## src/design/integer_to_ascii_radix_macros.svh

```systemverilog
// ----------------------------------------------------------------------------
// integer_to_ascii_radix assertion macros
// Shared concurrent assertion forms, clocked on clk, disabled during reset.
// ----------------------------------------------------------------------------
`ifndef INTEGER_TO_ASCII_RADIX_MACROS_SVH
`define INTEGER_TO_ASCII_RADIX_MACROS_SVH

// Same-cycle implication
`define I2A_ASSERT_IMP(lbl, ante, cons, msg) \
  lbl: assert property (@(posedge clk) disable iff (!rst_n) (ante) |-> (cons)) \
    else $error(msg);

// Next-cycle implication
`define I2A_ASSERT_NXT(lbl, ante, cons, msg) \
  lbl: assert property (@(posedge clk) disable iff (!rst_n) (ante) |=> (cons)) \
    else $error(msg);

`endif

```

## src/design/i2a_pkg.sv

```systemverilog
// ----------------------------------------------------------------------------
// i2a_pkg
// Codes, character constants and digit helpers for integer_to_ascii_radix.
// ----------------------------------------------------------------------------
package i2a_pkg;

  // Base select codes
  localparam logic [1:0] BASE_BIN = 2'd0;
  localparam logic [1:0] BASE_DEC = 2'd1;
  localparam logic [1:0] BASE_HEX = 2'd2;
  localparam logic [1:0] BASE_BAD = 2'd3;

  // ASCII characters
  localparam logic [7:0] CHAR_ZERO  = 8'h30;
  localparam logic [7:0] CHAR_MINUS = 8'h2d;
  localparam logic [7:0] CHAR_QMARK = 8'h3f;
  localparam logic [7:0] CHAR_B     = 8'h62;
  localparam logic [7:0] CHAR_X     = 8'h78;

  // Digit places and BCD buffer
  localparam int DIGIT_SLOTS       = 32;
  localparam int MAX_PAD_WIDTH_DEF = 32;
  localparam int BCD_DIGITS        = 10;
  localparam int BCD_W             = 4 * BCD_DIGITS;
  localparam int HEX_PLACES        = 8;

  typedef logic [BCD_W-1:0] digit_reg_t;

  // Lowercase hex character of one digit
  function automatic logic [7:0] hex_char(input logic [3:0] d);
    logic [7:0] c;
    if (d < 4'd10) begin
      c = CHAR_ZERO + {4'd0, d};
    end else begin
      c = 8'h57 + {4'd0, d};
    end
    return c;
  endfunction

  // Double-dabble correction: add 3 to every BCD nibble of 5 or more
  function automatic digit_reg_t dabble_adjust(input digit_reg_t b);
    digit_reg_t r;
    r = b;
    for (int i = 0; i < BCD_DIGITS; i++) begin
      if (b[4*i +: 4] >= 4'd5) begin
        r[4*i +: 4] = b[4*i +: 4] + 4'd3;
      end
    end
    return r;
  endfunction

  // True when every nibble is a decimal digit
  function automatic logic bcd_valid(input digit_reg_t b);
    logic ok;
    ok = 1'b1;
    for (int i = 0; i < BCD_DIGITS; i++) begin
      if (b[4*i +: 4] > 4'd9) begin
        ok = 1'b0;
      end
    end
    return ok;
  endfunction

endpackage

```

## src/design/integer_to_ascii_radix.sv

```systemverilog
// Sequence: binary/hex send the 0b/0x prefix if asked, then run the digit scan;
// decimal runs the double-dabble loop, then a minus sign if negative, then the scan.
// A new number is taken only in idle, once the last character of the previous
// one has been registered; the pace is set by the 32-place digit scan and the
// 1-bit-per-cycle double-dabble loop, and is longer when the sink stalls.
// Reset: synchronous active-low rst_n returns to idle with no pending output.
// ----------------------------------------------------------------------------
// integer_to_ascii_radix
// Formats a 32-bit number as ASCII in binary, decimal or hexadecimal with
// optional prefix, minus sign and zero padding, one character per transfer.
// ----------------------------------------------------------------------------
`include "integer_to_ascii_radix_macros.svh"

module integer_to_ascii_radix #(
  parameter int MAX_PAD_WIDTH = i2a_pkg::MAX_PAD_WIDTH_DEF
) (
  input  logic        clk,
  input  logic        rst_n,
  // input channel
  input  logic        in_valid,
  output logic        in_stall,
  input  logic [31:0] in_value,
  input  logic [1:0]  in_base_select,
  input  logic        in_is_signed,
  input  logic        in_with_prefix,
  input  logic [5:0]  in_pad_width,
  // result channel
  output logic        out_valid,
  input  logic        out_stall,
  output logic [7:0]  out_char,
  output logic        out_last
);

  localparam logic [2:0] ST_IDLE   = 3'd0;
  localparam logic [2:0] ST_CONV   = 3'd1;
  localparam logic [2:0] ST_PRE0   = 3'd2;
  localparam logic [2:0] ST_PRE1   = 3'd3;
  localparam logic [2:0] ST_SIGN   = 3'd4;
  localparam logic [2:0] ST_DIGITS = 3'd5;
  localparam logic [2:0] ST_QMARK  = 3'd6;

  localparam logic [4:0] K_TOP   = 5'(i2a_pkg::DIGIT_SLOTS - 1);
  localparam logic [5:0] PAD_MAX = 6'(MAX_PAD_WIDTH);
  localparam logic [5:0] PAD_BUF = 6'(i2a_pkg::DIGIT_SLOTS);
  localparam int         DW      = i2a_pkg::BCD_W;

  logic [2:0]          state_r, state_nxt;
  logic [1:0]          sel_r, sel_nxt;
  logic                neg_r, neg_nxt;
  logic                pfx_r, pfx_nxt;
  logic [5:0]          pad_r, pad_nxt;
  logic [4:0]          k_r, k_nxt;
  logic                started_r, started_nxt;
  logic [31:0]         bin_r, bin_nxt;
  i2a_pkg::digit_reg_t dreg_r, dreg_nxt;
  logic                out_valid_r, out_valid_nxt;
  logic [7:0]          out_char_r, out_char_nxt;
  logic                out_last_r, out_last_nxt;

  logic                in_xfer;
  logic                out_free;
  logic                neg_in;
  logic [31:0]         mag_in;
  logic [5:0]          pad_sat;
  i2a_pkg::digit_reg_t adj;
  logic                in_range;
  logic [3:0]          digit;
  logic                emit;

  assign in_stall  = (state_r != ST_IDLE);
  assign in_xfer   = in_valid && !in_stall;
  assign out_free  = !out_valid_r || !out_stall;
  assign out_valid = out_valid_r;
  assign out_char  = out_char_r;
  assign out_last  = out_last_r;

  // Input decode: sign, magnitude, saturated pad width
  always_comb begin
    neg_in  = (in_base_select == i2a_pkg::BASE_DEC) && in_is_signed && in_value[31];
    mag_in  = neg_in ? (32'd0 - in_value) : in_value;
    pad_sat = in_pad_width;
    if (pad_sat > PAD_MAX) begin
      pad_sat = PAD_MAX;
    end
    if (pad_sat > PAD_BUF) begin
      pad_sat = PAD_BUF;
    end
  end

  // Current digit place
  always_comb begin
    adj = i2a_pkg::dabble_adjust(dreg_r);
    unique case (sel_r)
      i2a_pkg::BASE_BIN: in_range = 1'b1;
      i2a_pkg::BASE_HEX: in_range = (k_r < 5'(i2a_pkg::HEX_PLACES));
      default:           in_range = (k_r < 5'(i2a_pkg::BCD_DIGITS));
    endcase
    if (!in_range) begin
      digit = 4'd0;
    end else if (sel_r == i2a_pkg::BASE_BIN) begin
      digit = {3'd0, dreg_r[DW-1]};
    end else begin
      digit = dreg_r[DW-1 -: 4];
    end
    emit = started_r || (digit != 4'd0) || (k_r == 5'd0) || ({1'b0, k_r} < pad_r);
  end

  // Sequencer
  always_comb begin
    state_nxt     = state_r;
    sel_nxt       = sel_r;
    neg_nxt       = neg_r;
    pfx_nxt       = pfx_r;
    pad_nxt       = pad_r;
    k_nxt         = k_r;
    started_nxt   = started_r;
    bin_nxt       = bin_r;
    dreg_nxt      = dreg_r;
    out_valid_nxt = out_valid_r && out_stall;
    out_char_nxt  = out_char_r;
    out_last_nxt  = out_last_r;

    unique case (state_r)
      ST_IDLE: begin
        if (in_xfer) begin
          sel_nxt     = in_base_select;
          neg_nxt     = neg_in;
          pfx_nxt     = in_with_prefix;
          pad_nxt     = (neg_in && pad_sat != 6'd0) ? pad_sat - 6'd1 : pad_sat;
          bin_nxt     = mag_in;
          k_nxt       = K_TOP;
          started_nxt = 1'b0;
          if (in_base_select == i2a_pkg::BASE_DEC) begin
            dreg_nxt = '0;
          end else begin
            dreg_nxt = {in_value, 8'd0};
          end
          priority if (in_base_select == i2a_pkg::BASE_BAD) begin
            state_nxt = ST_QMARK;
          end else if (in_base_select == i2a_pkg::BASE_DEC) begin
            state_nxt = ST_CONV;
          end else if (in_with_prefix) begin
            state_nxt = ST_PRE0;
          end else begin
            state_nxt = ST_DIGITS;
          end
        end
      end
      ST_CONV: begin
        // one bit of double dabble per cycle
        dreg_nxt = {adj[DW-2:0], bin_r[31]};
        bin_nxt  = {bin_r[30:0], 1'b0};
        k_nxt    = k_r - 5'd1;
        if (k_r == 5'd0) begin
          state_nxt = neg_r ? ST_SIGN : ST_DIGITS;
        end
      end
      ST_PRE0: begin
        if (out_free) begin
          out_valid_nxt = 1'b1;
          out_char_nxt  = i2a_pkg::CHAR_ZERO;
          out_last_nxt  = 1'b0;
          state_nxt     = ST_PRE1;
        end
      end
      ST_PRE1: begin
        if (out_free) begin
          out_valid_nxt = 1'b1;
          out_char_nxt  = (sel_r == i2a_pkg::BASE_BIN) ? i2a_pkg::CHAR_B : i2a_pkg::CHAR_X;
          out_last_nxt  = 1'b0;
          state_nxt     = ST_DIGITS;
        end
      end
      ST_SIGN: begin
        if (out_free) begin
          out_valid_nxt = 1'b1;
          out_char_nxt  = i2a_pkg::CHAR_MINUS;
          out_last_nxt  = 1'b0;
          state_nxt     = ST_DIGITS;
        end
      end
      ST_DIGITS: begin
        // scan 32 places, most significant first; skipped places send nothing
        if (!emit || out_free) begin
          if (in_range) begin
            if (sel_r == i2a_pkg::BASE_BIN) begin
              dreg_nxt = {dreg_r[DW-2:0], 1'b0};
            end else begin
              dreg_nxt = {dreg_r[DW-5:0], 4'd0};
            end
          end
          k_nxt = k_r - 5'd1;
          if (emit) begin
            out_valid_nxt = 1'b1;
            out_char_nxt  = i2a_pkg::hex_char(digit);
            out_last_nxt  = (k_r == 5'd0);
            started_nxt   = 1'b1;
          end
          if (k_r == 5'd0) begin
            state_nxt = ST_IDLE;
          end
        end
      end
      ST_QMARK: begin
        if (out_free) begin
          out_valid_nxt = 1'b1;
          out_char_nxt  = i2a_pkg::CHAR_QMARK;
          out_last_nxt  = 1'b1;
          state_nxt     = ST_IDLE;
        end
      end
      default: begin
        state_nxt = ST_IDLE;
      end
    endcase
  end

  // Control registers
  always_ff @(posedge clk) begin
    if (!rst_n) begin
      state_r     <= ST_IDLE;
      out_valid_r <= 1'b0;
    end else begin
      state_r     <= state_nxt;
      out_valid_r <= out_valid_nxt;
    end
  end

  // Payload registers
  always_ff @(posedge clk) begin
    sel_r      <= sel_nxt;
    neg_r      <= neg_nxt;
    pfx_r      <= pfx_nxt;
    pad_r      <= pad_nxt;
    k_r        <= k_nxt;
    started_r  <= started_nxt;
    bin_r      <= bin_nxt;
    dreg_r     <= dreg_nxt;
    out_char_r <= out_char_nxt;
    out_last_r <= out_last_nxt;
  end

  // Checks
  `I2A_ASSERT_NXT(a_last_on_final_place,
    state_r == ST_DIGITS && k_r == 5'd0 && out_free,
    out_valid && out_last,
    "final digit place did not produce a last character")
  `I2A_ASSERT_IMP(a_bcd_digits_valid,
    state_r == ST_DIGITS && sel_r == i2a_pkg::BASE_DEC,
    i2a_pkg::bcd_valid(dreg_r),
    "decimal digit buffer holds a non-decimal nibble")
  `I2A_ASSERT_IMP(a_pad_in_range,
    state_r != ST_IDLE,
    pad_r <= PAD_BUF,
    "pad width exceeds digit buffer")
  `I2A_ASSERT_IMP(a_prefix_only_bin_hex,
    state_r == ST_PRE0 || state_r == ST_PRE1,
    pfx_r && (sel_r == i2a_pkg::BASE_BIN || sel_r == i2a_pkg::BASE_HEX),
    "prefix sent for a base without one")

endmodule

```

## config.mk

```make
export PLATFORM = sky130hd
export DESIGN_NAME = integer_to_ascii_radix
export DESIGN_NICKNAME = d
export VERILOG_FILES = /design/src/design/i2a_pkg.sv /design/src/design/integer_to_ascii_radix.sv
export VERILOG_INCLUDE_DIRS = /design/src /design/src/design
export SDC_FILE = /design/constraint.sdc
export NUM_CORES = 1
export LEC_CHECK = 0
export BUFFER_PORTS_ARGS = -buffer_cell sky130_fd_sc_hd__clkbuf_2
export CORE_MARGIN = 8
export CORE_UTILIZATION = 25
export CTS_CLUSTER_DIAMETER = 80
export DETAILED_ROUTE_END_ITERATION = 8
export GPL_TIMING_DRIVEN = 0
export SLEW_MARGIN = 20
export SYNTH_ARGS = -nofsm -noshare
export SYNTH_HDL_FRONTEND = slang
export SYNTH_SLANG_ARGS = --single-unit
```

## constraint.sdc

```tcl
create_clock -name clk -period 9.29 [get_ports clk]
set_input_delay 0.4645 -clock clk [delete_from_list [all_inputs] [get_ports clk]]
set_output_delay 0.4645 -clock clk [all_outputs]
set_load 0.02 [all_outputs]
```

# ---- Yosys cells after proc, flatten, opt, wreduce, memory -nomap -nowiden
# Index checks and enable logic that the tools add are counted.
dict set report totals {
  input_bits 46
  ff_bits 100
  output_inout_bits 11
  elab_cells 161
}
dict set report classes {
  order_cmp 16
  addsub 15
  muxes 62
  reduce_logical 36
  n_eq_ne 21
}
# operator n
set op_table {}
lappend op_table {{$mux 40} 5}
lappend op_table {{$pmux 40 s3} 1}
lappend op_table {{$mux 32} 2}
lappend op_table {{$pmux 32 s2} 1}
lappend op_table {{$mux 8} 7}
lappend op_table {{$mux 4} 11}
lappend op_table {{$ge 4x3->1 const B} 10}
lappend op_table {{$pmux 8 s5} 1}
lappend op_table {{$add 4x2->4 const B} 9}
lappend op_table {{$mux 3} 11}
lappend op_table {{$sub 1x32->32 const A} 1}
lappend op_table {{$ne 2x2->1 const B} 10}
lappend op_table {{$mux 6} 3}
lappend op_table {{$pmux 3 s6} 1}
lappend op_table {{$mux 5} 3}
lappend op_table {{$pmux 5 s3} 1}
lappend op_table {{$reduce_and 7->1} 2}
lappend op_table {{$gt 6x6->1 const B} 2}
lappend op_table {{$mux 1} 11}
lappend op_table {{$lt 5x4->1 const B} 2}
lappend op_table {{$eq 3x3->1 const B} 3}
lappend op_table {{$reduce_bool 3->1} 3}
lappend op_table {{$add 7x4->8 const A} 1}
lappend op_table {{$reduce_and 4->1} 2}
lappend op_table {{other kinds (29)} 47}

# ---- Longest topological paths before layout
dict set report depth {
  ltp_word 11
  ltp_mapped 10
  mapped_depth_nobuf 10
}

# ---- Worst setup path before layout
# Ideal clock, no wire load.
dict set report synth_path {
  path_kind {register to register}
  startpoint {register sel_r[1]}
  endpoint {register dreg_r[0] (enable)}
  setup_slack_ps 6176
  required_ps 8890
  setup_time_ps 400
  n_path_buf 1
  t_arrival_ps 2714
  period_less_slack_ps 3114
  stages_incl_launch_ff 10
  cell_sequence {edfxtp_1 > or2_2 > clkbuf_1 > nand2_1 > a21o_1 > ha_1 > nor3b_1 > o2111ai_1 > a31oi_1 > o21a_1}
}
dict set report synth_between {
  elab_chain_cells 11
  elab_cells_between_ends 14
  classes_between {eq/ne: 3; mux: 3; reduce/logical: 8}
}
# item line
set synth_lines {}
lappend synth_lines {{from (decl)} integer_to_ascii_radix.sv:48} ;# logic [1:0] sel_r, sel_nxt;
lappend synth_lines {{from (signal assigned)} integer_to_ascii_radix.sv:231} ;# sel_r <= sel_nxt;
lappend synth_lines {{$eq 2x2->1 or $logic_not 2->1 (tied branches)} {integer_to_ascii_radix.sv:93, integer_to_ascii_radix.sv:100}}
lappend synth_lines {{$pmux 1 s2 or $mux 4 (tied branches)} {integer_to_ascii_radix.sv:93, integer_to_ascii_radix.sv:100}}
lappend synth_lines {{$mux 4} integer_to_ascii_radix.sv:98} ;# if (!in_range) begin
lappend synth_lines {{$reduce_bool 4->1} integer_to_ascii_radix.sv:105} ;# emit = started_r || (digit != 4'd0) || (k_r == 5'd0) || ({1'b0, k_r} < pad_r);
lappend synth_lines {{$logic_or 1x1->1 (3 in series)} integer_to_ascii_radix.sv:105}
lappend synth_lines {{$logic_not 1->1} integer_to_ascii_radix.sv:184} ;# if (!emit || out_free) begin
lappend synth_lines {{$logic_or 1x1->1} integer_to_ascii_radix.sv:184}
lappend synth_lines {{$ne 2x2->1 (no line)} --}
lappend synth_lines {{$reduce_and 4->1 (no line) (*)} --}
lappend synth_lines {{to (signal assigned)} integer_to_ascii_radix.sv:238} ;# dreg_r <= dreg_nxt;
lappend synth_lines {{to (decl)} integer_to_ascii_radix.sv:55} ;# i2a_pkg::digit_reg_t dreg_r, dreg_nxt;
# Mark *: on every way between the ends. The rest lies on a longest branch, timed or not.
# A chain may end at the register's enable or synchronous reset.

# ---- Worst setup path in the final report
dict set report layout_path {
  startpoint {register k_r[2]}
  endpoint {register out_char_r[1], in the netlist out_char[1] (enable)}
}
dict set report layout_between {
  elab_chain_cells 11
  elab_cells_between_ends 15
  classes_between {order compare: 3; eq/ne: 2; mux: 2; reduce/logical: 8}
}
# item line
set layout_lines {}
lappend layout_lines {{from (decl)} integer_to_ascii_radix.sv:52} ;# logic [4:0] k_r, k_nxt;
lappend layout_lines {{from (signal assigned)} integer_to_ascii_radix.sv:235} ;# k_r <= k_nxt;
lappend layout_lines {{$lt 5x4->1 (on tied branches)} {integer_to_ascii_radix.sv:96, integer_to_ascii_radix.sv:95}}
lappend layout_lines {{$pmux 1 s2} integer_to_ascii_radix.sv:93} ;# unique case (sel_r)
lappend layout_lines {{$mux 4} integer_to_ascii_radix.sv:98}
lappend layout_lines {{$reduce_bool 4->1} integer_to_ascii_radix.sv:105}
lappend layout_lines {{$logic_or 1x1->1 (2 in series)} integer_to_ascii_radix.sv:105}
lappend layout_lines {{$logic_or 1x1->1 (*)} integer_to_ascii_radix.sv:105}
lappend layout_lines {{$logic_not 1->1} integer_to_ascii_radix.sv:184}
lappend layout_lines {{$logic_or 1x1->1} integer_to_ascii_radix.sv:184}
lappend layout_lines {{$ne 2x2->1 (no line)} --}
lappend layout_lines {{$reduce_and 7->1 (no line) (*)} --}
lappend layout_lines {{to (signal assigned)} integer_to_ascii_radix.sv:239} ;# out_char_r <= out_char_nxt;
lappend layout_lines {{to (decl)} integer_to_ascii_radix.sv:57} ;# logic [7:0] out_char_r, out_char_nxt;
# Marks and branches as above.

==> flow_metrics.py <==
metrics = {
    "detailed_routing": {
        "drc": 0,
        "avgRoutedWirePerCell_um": 17.0,
        "detail_route.wirelength_um": 20000,
        "antenna_left": 0,
        "first_iter_violations": 512,
        "viasPerCell": 4.98,
        "vias": 5840,
        "first_pass_iters": 6,
    },
    "power_and_ir_drop": {
        "leakage_nw": 2.76,
        "ir_worst_vdd_mv": 0.129,
        "power_mw": 2.48,
        "power.density_nw_per_um2": 320,
    },
    "timing": {
        "max_freq_ghz": 0.310,
        "slew_headroom_pct": 47.8,
        "finClkSkew_ps": 13.1,
        "setup_violations": 0,
        "period_share_pct": 34.7,
        "worstMarginPinSlew_ps": 783,
        "final_max_slew_viol_count": 0,
        "rsz0062_at_grt": "false",
        "timing.setup.tns_ps": 0,
        "hold_viol_final": 0,
        "holdWs_ps": 330,
        "period_needed_ps": 3220,
    },
    "clock_tree": {
        "clock_latency_ps": 360,
        "cts_resized": 0,
        "cts_setup_buffers": 0,
        "cts_hold_buf": 0,
        "ctsHtreeMaxLevel": 3,
        "clk_transition_reported_paths_ps": 80,
        "cts_made_buffers": 9,
        "cts_root_buffer": "clkbuf_16",
        "cts_max_path_buffers": 2,
        "cts_sinks": 99,
        "cts_tree": "done",
    },
    "global_routing": {
        "grt.total_usage_pct": 12.2,
        "grt_max_degree": 33,
        "grt_pass1_wl_um": 31400,
        "grt_pass1_vias": 5692,
        "grt.overflow.total": 0,
        "antenna_found_initial": 2,
    },
    "layout": {
        "drive_gt1_share_pct": 10.1,
        "n_antenna_cell": 0,
        "layout_commonest_cell": "nand2_1",
        "nNetsFinal": 903,
        "final_cell_mix": "nand2_1 (127), a21oi_1 (99), edfxtp_1 (95)",
        "syn2layout_area_growth_pct": 15.4,
    },
    "outcome": {
        "outcome": "finished, final reports clean",
    },
    "floorplan": {
        "core_area_um2": 26700,
        "ios": 57,
        "dieArea_um2": 32300,
        "fp.dieH_um": 180,
        "rows": 60,
        "start_util_pct": 25.1,
        "die_w_um": 180,
    },
    "yosys": {
        "synthCells": 760,
        "synth_flop_cell": "edfxtp_1",
        "synth.area.top_cells": "edfxtp_1 (43%), a21oi_1 (7.4%), nand2_1 (7.1%), o21ai_0 (6.8%), ha_1 (5.8%)",
        "syn-mean-instance-area_um2": 8.81,
        "ys_seq_area_share_pct": 43.8,
        "yosysWarnings": 0,
        "synth_area_um2": 6700,
        "synth_seq_cells": 99,
        "yosysTopAreaCell": "edfxtp_1",
        "synth_top_area_share_pct": 42.6,
        "synth_edf_count": 95,
        "ys_async_sr_fraction_pct": 0,
        "syn_nets": 837,
        "yosys.cell_types.count": 55,
    },
    "job": {
        "max_cap_violations": 0,
    },
    "setup_path": {
        "slowest_stage": "a21oi_1",
        "reg2reg_slack_ps": 6070,
        "crit_path_end_kind": "register",
        "cp-start-kind": "register",
        "cp.required_ps": 9290,
        "reg2regPathDepth": 8,
        "cpPeakStageDelay_ps": 570,
        "regToRegEndpoint": "out_char[1]$_DFFE_PP_",
        "path_max_fanout": 7,
        "critPathKind": "reg -> reg",
        "critPathArrivalTime_ps": 3220,
        "r2r_start": "k_r[2]$_SDFFCE_PP1P_",
        "path_cells": "or3b_2, a21o_1, or2_2, ha_1, nor3b_1, o2111ai_1, a221oi_1, a21oi_1",
        "cp-startpoint": "k_r[2]$_SDFFCE_PP1P_",
    },
    "min_path": {
        "min_to": "sel_r[1]$_DFFE_PP_",
        "hold_depth": 1,
        "hp-start": "in_base_select[1]",
        "hold_class": "in -> reg",
    },
    "placed_design": {
        "gp_congestion": 0.835,
        "port_buffers": 54,
        "hpwl_um": 14700,
    },
}
[worst max path at each step]
stage,endpoint,cells past startpoint
3_5_place_dp,out_char[3]$_DFFE_PP_,8
6_report,out_char[1]$_DFFE_PP_,8
3_3_place_gp,dreg_r[20]$_DFFE_PP_,9
5_1_grt,out_char[1]$_DFFE_PP_,8
4_1_cts,out_char[1]$_DFFE_PP_,8
2_1_floorplan,dreg_r[0]$_DFFE_PP_,9
[flip-flops by register name (all words and copies together), names as in the netlist]
register   flops
bin_r         32
dreg_r        40
k_r            5
neg_r          1
out_char       7
out_last       1
out_valid      1
pad_r          6
sel_r          2
started_r      1
state_r        3
[stage by stage]
stage / cells / utilization, % / setup slack [ps] / area [um^2]
after CTS: 1172 / 29.0 / 6060 / 7730
after detailed placement: 1156 / 27.9 / 6060 / 7420
final: 1172 / 29.0 / 6070 / 7730
after global routing: 1172 / 29.0 / 5860 / 7730
after floorplan: 760 / - / 6180 / 6700
after global placement: 1155 / 27.7 / 5410 / 7390
[synthesized netlist by cell type, types with 6 or more instances]
| cell type | instances |
|---|---|
| o31ai_1 | 8 |
| edfxtp_1 | 95 |
| nand3_1 | 6 |
| a31oi_1 | 9 |
| nand2b_1 | 13 |
| clkbuf_1 | 38 |
| xnor2_1 | 25 |
| nor3_1 | 11 |
| inv_1 | 39 |
| ha_1 | 31 |
| xor2_1 | 24 |
| o21ai_0 | 91 |
| nor2_1 | 43 |
| nor3b_1 | 13 |
| a21oi_1 | 99 |
| mux2i_1 | 11 |
| nand2_1 | 127 |
[worst max-delay path: cells and delay by family, from the launching register on]
| kind | cells | cell delay (ps) |
|---|---|---|
| simple gates | 3 | 930 |
| fa+ha+maj | 1 | 190 |
| flops | 1 | 460 |
| compound gates | 4 | 1280 |
[power by group]
part           leakage (nW)  total [mW]  internal, mW  switching, mW
clock network         0.151       0.392         0.211          0.181
logic                  1.67        1.14         0.385          0.758
registers             0.946       0.941         0.796          0.145
[layer usage]
layer	track usage, %	part of all wire [%]	vias to the layer above
li1	-	-	2852
met1	15.8	46	2751
met2	19.7	45	198
met3	2.20	6.2	35
met4	5.40	2.4	4
met5	0	0.090	-
[final cells by class]
class	instances	area, um^2
Clock inverter	7	77.6
Inverter	40	150
Clock buffer	9	225
Fill cell	2810	18900
Sequential cell	99	2930
Timing Repair Buffer	55	298
Buffer	39	150
Multi-Input combinational cell	582	3470
Tap cell	341	427
[cells by family after synthesis]
kind of cell / share of synthesized area (%)
adders and majority gates: 5.79
and+or+nand+nor: 16.6
DFF: 43.8
other: 0.112
buffers and inverters: 4.48
xor gates and xnor gates: 6.41
muxes: 1.64
AOI/OAI and AO/OA: 21.2
(Power assumes the default switching activity.)
